[src/rtl/tmrs_ram.sv]
// Generic single-write, single-read RAM with registered read data.
`timescale 1ns / 1ps
`default_nettype none

module tmrs_ram #(
   parameter  int WIDTH = 32,
   parameter  int DEPTH = 32,
   localparam int AddrW = $clog2(DEPTH)
) (
   input  wire logic             clock,
   input  wire logic             wr_en,
   input  wire logic [AddrW-1:0] wr_addr,
   input  wire logic [WIDTH-1:0] wr_data,
   input  wire logic [AddrW-1:0] rd_addr,
   output logic      [WIDTH-1:0] rd_data
);

   logic [WIDTH-1:0] mem [DEPTH];

   // Read returns the contents before a write at the same edge
   always_ff @(posedge clock) begin
      if (wr_en) begin
         mem[wr_addr] <= wr_data;
      end
      rd_data <= mem[rd_addr];
   end

endmodule

`default_nettype wire

[config.mk]
export PLATFORM = sky130hd
export DESIGN_NAME = tmrs_ram
export DESIGN_NICKNAME = d
export VERILOG_FILES = /design/src/rtl/tmrs_ram.sv
export SDC_FILE = /design/constraint.sdc
export NUM_CORES = 1
export LEC_CHECK = 0
export BUFFER_PORTS_ARGS = -buffer_cell sky130_fd_sc_hd__buf_2
export CAP_MARGIN = 25
export CELL_PAD_IN_SITES_DETAIL_PLACEMENT = 2
export CELL_PAD_IN_SITES_GLOBAL_PLACEMENT = 2
export CORE_MARGIN = 3
export CORE_UTILIZATION = 45
export DETAILED_ROUTE_END_ITERATION = 16
export PLACE_DENSITY = 0.71
export SETUP_SLACK_MARGIN = 0.05
export SLEW_MARGIN = 20
export SYNTH_ARGS = -nofsm -noshare
export SYNTH_HDL_FRONTEND = slang
export SYNTH_SLANG_ARGS = --single-unit
[constraint.sdc]
create_clock -name clock -period 4.24 [get_ports clock]
set_input_delay 1.272 -clock clock [delete_from_list [all_inputs] [get_ports clock]]
set_output_delay 1.272 -clock clock [all_outputs]
set_load 0.02 [all_outputs]
=== Yosys cells after proc, flatten, opt, wreduce, memory -nomap -nowiden ===
Memories as Yosys holds them, arrays and structs flattened. A register that Yosys moved wholly into a read port is not among the register bits.
Index checks and enable logic that the tools add are counted.

* Bits of input ports: 44
* Flip-flop bits (word level): 0
* Output and inout bits: 32
* Memories: 1
* Bits in writable memories: 1,024
* Logic and storage cells: 3

{| class="wikitable"
|+ Memories
! name !! words !! bits a word !! rd ports !! clocked after memory_dff !! write ports !! line !! source
|-
| mem || 32 || 32 || 1 || 1 || 1 || 18 || <nowiki>logic [WIDTH-1:0] mem [DEPTH];</nowiki>
|}

* Mux-type cells: 2

{| class="wikitable"
|+ Operators with widths
! cell !! number
|-
| $mux 1 || 2
|}

=== Depth between registers and ports, before layout ===
Gate-level depths: netlist of run 1.

* Depth after elaboration: 2
* Gate-level depth with buffers: 8

=== Worst setup path after synthesis of run 1 ===
No wires, ideal clock.

* Kind: in2reg
* From: input port wr_addr[1]
* To: memory mem[12][0], enable pin
* Path buffers: 1
* Data required time: 3,819 ps
* Path slack: 534 ps
* Data arrival time: 3,285 ps
* Stages: 3
* Cells stage by stage: or3b_2 clkbuf_1 nor2_1

{| class="wikitable"
|+ RTL lines
! item !! line !! source
|-
| start, declared || 12 || <nowiki>input wire logic [AddrW-1:0] wr_addr,</nowiki>
|-
| end, declared || 18 ||
|}

Straight into the memory's write port.

==> results.py, run 1 <==
metrics = {
    "run_status": {
        "outcome": "finished, final reports clean",
    },
    "place": {
        "gp_congestion": 0.799,
        "hpwl_um": 78800,
        "post-place-ws_ns": 0.733,
        "placed_area_um2": 43100,
        "dp_cells": 3473,
        "port_buffers": 75,
    },
    "yosys": {
        "yosysMostFrequentCell": "edfxtp_1",
        "synth-seq-area-share_pct": 77.5,
        "yosysTopAreaCell": "edfxtp_1",
        "yosys-top-cells-count": "edfxtp_1, mux2i_1, nand2_1, nand3_1",
        "yosys.area.top_type_share_pct": 76.0,
        "synth-seq-cells": 1056,
        "synth_nets": 2304,
        "synth_area_per_cell_um2": 17.9,
        "synth_edf_count": 1024,
        "ys_types": 25,
        "synthTopCellsByArea": "edfxtp_1, mux2i_1, a22oi_1",
        "netlist_instances": 2260,
        "yosysWarnings": 0,
        "synthArstFlopShare_pct": 0,
        "synth-main-ff-cell": "edfxtp_1",
        "synth_area_um2": 40500,
    },
    "timing": {
        "hold_violations": 0,
        "setup_tns_ns": 0,
        "rsz0062_at_grt": "no",
        "worstMarginPinSlew_ns": 0.888,
        "fin_ws_ns": 1.39,
        "finalMaxSlewViolations": 0,
        "min_period_ns": 2.85,
        "final-setup-viol-count": 0,
        "skew_ns": 0.0194,
        "fmax_ghz": 0.351,
        "relSlewSlack_pct": 40.8,
        "period_share_pct": 67.3,
    },
    "floorplan": {
        "die_width_um": 306,
        "start_util_pct": 45.6,
        "io_pins": 76,
        "coreArea_um2": 88800,
        "die_h_um": 306,
        "dieArea_um2": 93600,
        "fp-row-count": 109,
    },
    "critical_path": {
        "crit_chain": "buf_8 > buf_12 > buf_12 > buf_4 > mux2i_1 > a21oi_1 > nand3_1 > nand3_1",
        "r2r_setup_slack_ns": 2.49,
        "reg2reg_to": "rd_data[17]",
        "rr_worst_depth": 5,
        "worstReg2RegStart": "mem[0][17]",
        "required_ns": 4.73,
        "start_kind": "primary input",
        "slowest_delay_ns": 0.37,
        "crit_arrival_ns": 3.34,
        "critPathCaptureType": "register",
        "worst_path_max_delay_cell": "buf_4",
        "crit_fanout": 42,
        "crit_type": "primary input to register",
    },
    "global_routing": {
        "grt_usage_pct": 28.9,
        "antenna_found_initial": 7,
        "grt_pass1_wl_um": 193000,
        "grt_overflow_total": 0,
        "grt_pass1_vias": 25000,
        "grt_max_degree": 83,
    },
    "detailed_routing": {
        "wirelength_um": 135000,
        "drcViolationCount": 0,
        "ant_nets": 0,
        "via_per_inst": 6.13,
        "drtIter0Drc": 2309,
        "first_pass_iters": 5,
        "vias": 22600,
        "post_drt_wl_per_cell_um": 36.6,
    },
    "cts": {
        "cts_buffers": 110,
        "h-tree-depth": 3,
        "clk_latency_ns": 0.68,
        "clockRootBuffer": "clkbuf_16",
        "cts_hold_buf": 0,
        "clockBufferDepth": 3,
        "cts_tree": "done",
        "postCtsResizedCells": 0,
        "post-cts-setup-buffer-count": 0,
        "cts_sinks": 1056,
        "path_clk_slew_ns": 0.06,
    },
    "pwr": {
        "p_per_area_nw_per_um2": 492,
        "ir_worst_vdd_v": 0.000311,
        "p_leak_nw": 16.3,
    },
    "final_layout": {
        "instances_no_fill": 3683,
        "syn_to_final_growth_pct": 15.5,
        "layout-drive-gt1-share_pct": 15.5,
        "final_core_util_pct": 52.7,
        "stdcell_area_um2": 46800,
        "finalNetCount": 2464,
    },
    "hold_path": {
        "holdCritStartpoint": "mem[26][23]",
        "hp-class": "register to register",
        "min_path_cells": 4,
        "holdPathEnd": "rd_data[23]",
    },
    "job": {
        "cap_violations": 0,
    },
}
metal layers:
layer / vias up / GRT usage [%] / share of wire (%)
li1: 9337 / - / -
met5: - / 0 / 0.0096
met1: 12200 / 37.7 / 40
met3: 223 / 3.71 / 5.2
met4: 2 / 10.6 / 3.9
met2: 836 / 49.9 / 51
how the worst max path moves through the flow:
stage | from | to | slack (ns)
finish | rd_addr[0] | rd_data[6] | 1.39
global route | rd_addr[0] | rd_data[3] | 1.31
CTS | rd_addr[0] | rd_data[3] | 1.39
detailed placement | rd_addr[0] | rd_data[3] | 0.73
global placement | rd_addr[0] | rd_data[6] | 0.80
floorplan | wr_addr[1] | mem[12][0] | 0.53
critical path, delay by kind of cell:
family	cells	cell delay, ns
simple gates	2	0.31
compound gates	1	0.12
mux	1	0.33
buf+inv	4	1.21
kinds of logic (layout without fill, tap and decap cells):
group,Yosys count,in the layout,share of synthesized area [%]
muxes,512,512,12.7
DFF,1056,1056,77.5
AOI/OAI and AO/OA,288,288,4.85
buffers and inverters,127,384,1.86
and+or+nand+nor,277,277,3.10
other,0,1,0
cells in the final DEF (no fill, tap or decap):
master and n:
clkinvlp_4 5, or3_1 1, mux2i_1 512, nand3b_1 5, buf_12 38, nand2_1 97, and2b_4 1, diode_2 1
clkinv_1 16, clkinv_2 24, a22oi_1 96, nor3_1 32, edfxtp_1 1024, inv_6 3, clkbuf_8 10, nor2b_4 1
dfxtp_1 32, buf_4 62, or3b_2 3, a22o_1 64, clkbuf_16 113, bufinv_16 12, nor2_1 1, nand2b_2 2
clkinv_4 3, or2_2 1, nand2_2 1, buf_8 1, nor2_4 33, clkbuf_1 22, buf_2 74, a21oi_1 96
and2_4 1, nand3_1 98, a31oi_1 32, inv_16 1
per-stage QoR:
step / hold WS (ns) / total power, mW
after global routing: 0.681 / 23.6
after global placement: 0.585 / 13.1
after floorplan: 0.553 / 12.5
final: 0.634 / 23.0
after CTS: 0.639 / 23.1
after detailed placement: 0.627 / 13.2
area by class of cell:
class                           instances  area [µm²]
Antenna cell                            1        2.50
Clock buffer                          145        3050
Clock inverter                         64         651
Fill cell                            7719       42000
Multi-Input combinational cell       1077        8610
Sequential cell                      1056       31400
Tap cell                             1165        1460
Timing Repair Buffer                  175        1610
report_power, final:
group	total, mW	internal (mW)	switching [mW]	leakage, nW
clock network	10.0	5.79	4.23	1.82
registers	11.7	11.6	0.0872	9.49
logic	1.29	0.379	0.910	5.02
total	23.0	17.8	5.22	16.3
flip-flops by register name, indices dropped and copies added (netlist names):
| register | flops |
|---|---|
| mem | 1024 |
| rd_data | 32 |
Note: power is estimated with default switching activity, not from simulation.
==> run 2: changes to the inputs <==
--- a/config.mk
+++ b/config.mk
@@ -10,7 +10,7 @@
 export CELL_PAD_IN_SITES_DETAIL_PLACEMENT = 2
 export CELL_PAD_IN_SITES_GLOBAL_PLACEMENT = 2
 export CORE_MARGIN = 3
-export CORE_UTILIZATION = 45
+export CORE_UTILIZATION = 43
 export DETAILED_ROUTE_END_ITERATION = 16
 export PLACE_DENSITY = 0.71
 export SETUP_SLACK_MARGIN = 0.05
==> constraint.sdc (replaced) <==
create_clock -name clock -period 2.55 [get_ports clock]
set_input_delay 0.765 -clock clock [delete_from_list [all_inputs] [get_ports clock]]
set_output_delay 0.765 -clock clock [all_outputs]
set_load 0.02 [all_outputs]
==> results.py, run 2 (synthesized netlist as in run 1, its figures left out) <==
metrics = {
    "run_status": {
        "outcome": "finished, final reports clean",
    },
    "critical_path": {
        "crit_chain": "buf_2",
        "r2r_setup_slack_ns": 1.04,
        "path_delay_family": "flip-flops",
        "worst-path-buf-inv": 1,
        "critPathCaptureType": "output pin",
        "reg2reg_to": "rd_data[18]",
        "worst_path_max_delay_cell": "dfxtp_1",
        "slowest_delay_ns": 0.45,
        "worstReg2RegStart": "mem[3][18]",
        "start_kind": "register",
        "required_ns": 1.79,
        "crit_fanout": 1,
        "crit_type": "register to output pin",
        "crit_arrival_ns": 1.36,
        "rr_worst_depth": 6,
    },
    "detailed_routing": {
        "wirelength_um": 133000,
        "via_per_inst": 5.95,
        "first_pass_iters": 5,
        "drcViolationCount": 0,
        "ant_nets": 0,
        "post_drt_wl_per_cell_um": 34.6,
        "drtIter0Drc": 2130,
        "vias": 22900,
    },
    "pwr": {
        "p_leak_nw": 16.9,
        "p_per_area_nw_per_um2": 788,
        "ir_worst_vdd_v": 0.000612,
    },
    "cts": {
        "path_clk_slew_ns": 0.07,
        "clockRootBuffer": "clkbuf_16",
        "cts_buffers": 111,
        "postCtsResizedCells": 0,
        "post-cts-setup-buffer-count": 0,
        "cts_hold_buf": 0,
        "clk_latency_ns": 0.72,
        "clockBufferDepth": 3,
        "cts_sinks": 1056,
        "cts_tree": "done",
        "h-tree-depth": 3,
    },
    "hold_path": {
        "hp-class": "primary input to register",
        "holdCritStartpoint": "wr_data[1]",
        "holdPathEnd": "mem[17][1]",
        "min_path_cells": 1,
    },
    "floorplan": {
        "coreArea_um2": 92500,
        "dieArea_um2": 97900,
        "io_pins": 76,
        "die_width_um": 313,
        "fp-row-count": 111,
        "start_util_pct": 43.8,
        "die_h_um": 313,
    },
    "timing": {
        "fmax_ghz": 0.471,
        "period_share_pct": 83.2,
        "min_period_ns": 2.12,
        "skew_ns": 0.0363,
        "relSlewSlack_pct": 52.6,
        "rsz0062_at_grt": "no",
        "worstMarginPinSlew_ns": 0.710,
        "hold_violations": 0,
        "finalMaxSlewViolations": 0,
        "timing.hold.ws_ns": 0.557,
        "final-setup-viol-count": 0,
    },
    "place": {
        "dp_cells": 3635,
        "port_buffers": 75,
        "gp_congestion": 0.770,
        "hpwl_um": 78200,
        "placed_area_um2": 44400,
    },
    "global_routing": {
        "grt_pass1_vias": 25500,
        "grt_usage_pct": 27.2,
        "antenna_found_initial": 3,
        "grt_max_degree": 53,
        "grt_pass1_wl_um": 192000,
        "grt_overflow_total": 0,
    },
    "final_layout": {
        "instances_no_fill": 3844,
        "reg_top3": "mem x1024, rd_data x32",
        "layout-drive-gt1-share_pct": 18.0,
        "diodes": 0,
        "multiInputGateArea_um2": 8610,
        "syn_to_final_growth_pct": 18.7,
        "stdcell_area_um2": 48100,
        "mostFrequentLayoutCells": "edfxtp_1, mux2i_1, clkbuf_16, nand3_1, nand2_1",
        "regMostFlops": "mem",
        "finalNetCount": 2549,
        "regArea_um2": 31400,
        "nFillCells": 8191,
        "mostFrequentLayoutCell": "edfxtp_1",
        "largest_register_ffs": 1024,
    },
    "job": {
        "cap_violations": 0,
    },
}
## run 2: power by group
part / switching, mW / leakage [nW] / internal, mW
combinational: 1.45 / 5.63 / 0.751
clock: 7.05 / 1.78 / 9.19
sequential: 0.118 / 9.49 / 19.3
total: 8.62 / 16.9 / 29.2
## run 2: cell type report
type                            count  share of cell area (%)
Sequential cell                  1056                    65.3
Multi-Input combinational cell   1077                    17.9
Clock buffer                      153                    6.51
Timing Repair Buffer              259                    6.02
Tap cell                         1243                    3.24
Clock inverter                     56                    1.02
## run 2: worst max-delay path by stage
stage / startpoint / to / cells past startpoint
after global routing: rd_data[3] / rd_data[3] / 1
after CTS: rd_data[3] / rd_data[3] / 1
final: rd_data[8] / rd_data[8] / 1
after detailed placement: rd_addr[0] / rd_data[22] / 8
after global placement: rd_addr[0] / rd_data[22] / 8
after floorplan: wr_addr[3] / mem[1][0] / 2
## run 2: layer usage
metal,track usage (%),vias up,share of wire [%],wire length (µm)
li1,-,9488,-,-
met1,34.8,12500,40,53500
met4,8.33,0,3.1,4140
met3,3.36,228,4.4,5860
met5,0,-,0,0
met2,48.6,693,52,69500
## run 2: metrics by stage
step,setup TNS (ns),worst slack [ns],power (mW),util (%)
finish,0,0.428,37.9,52.0
global route,0,0.407,39.0,52.0
CTS,0,0.375,38.2,52.0
detailed placement,-0.0685,-0.0685,22.0,48.1
global placement,0,0.0168,21.8,48.1
floorplan,-240.30,-0.445,20.8,-
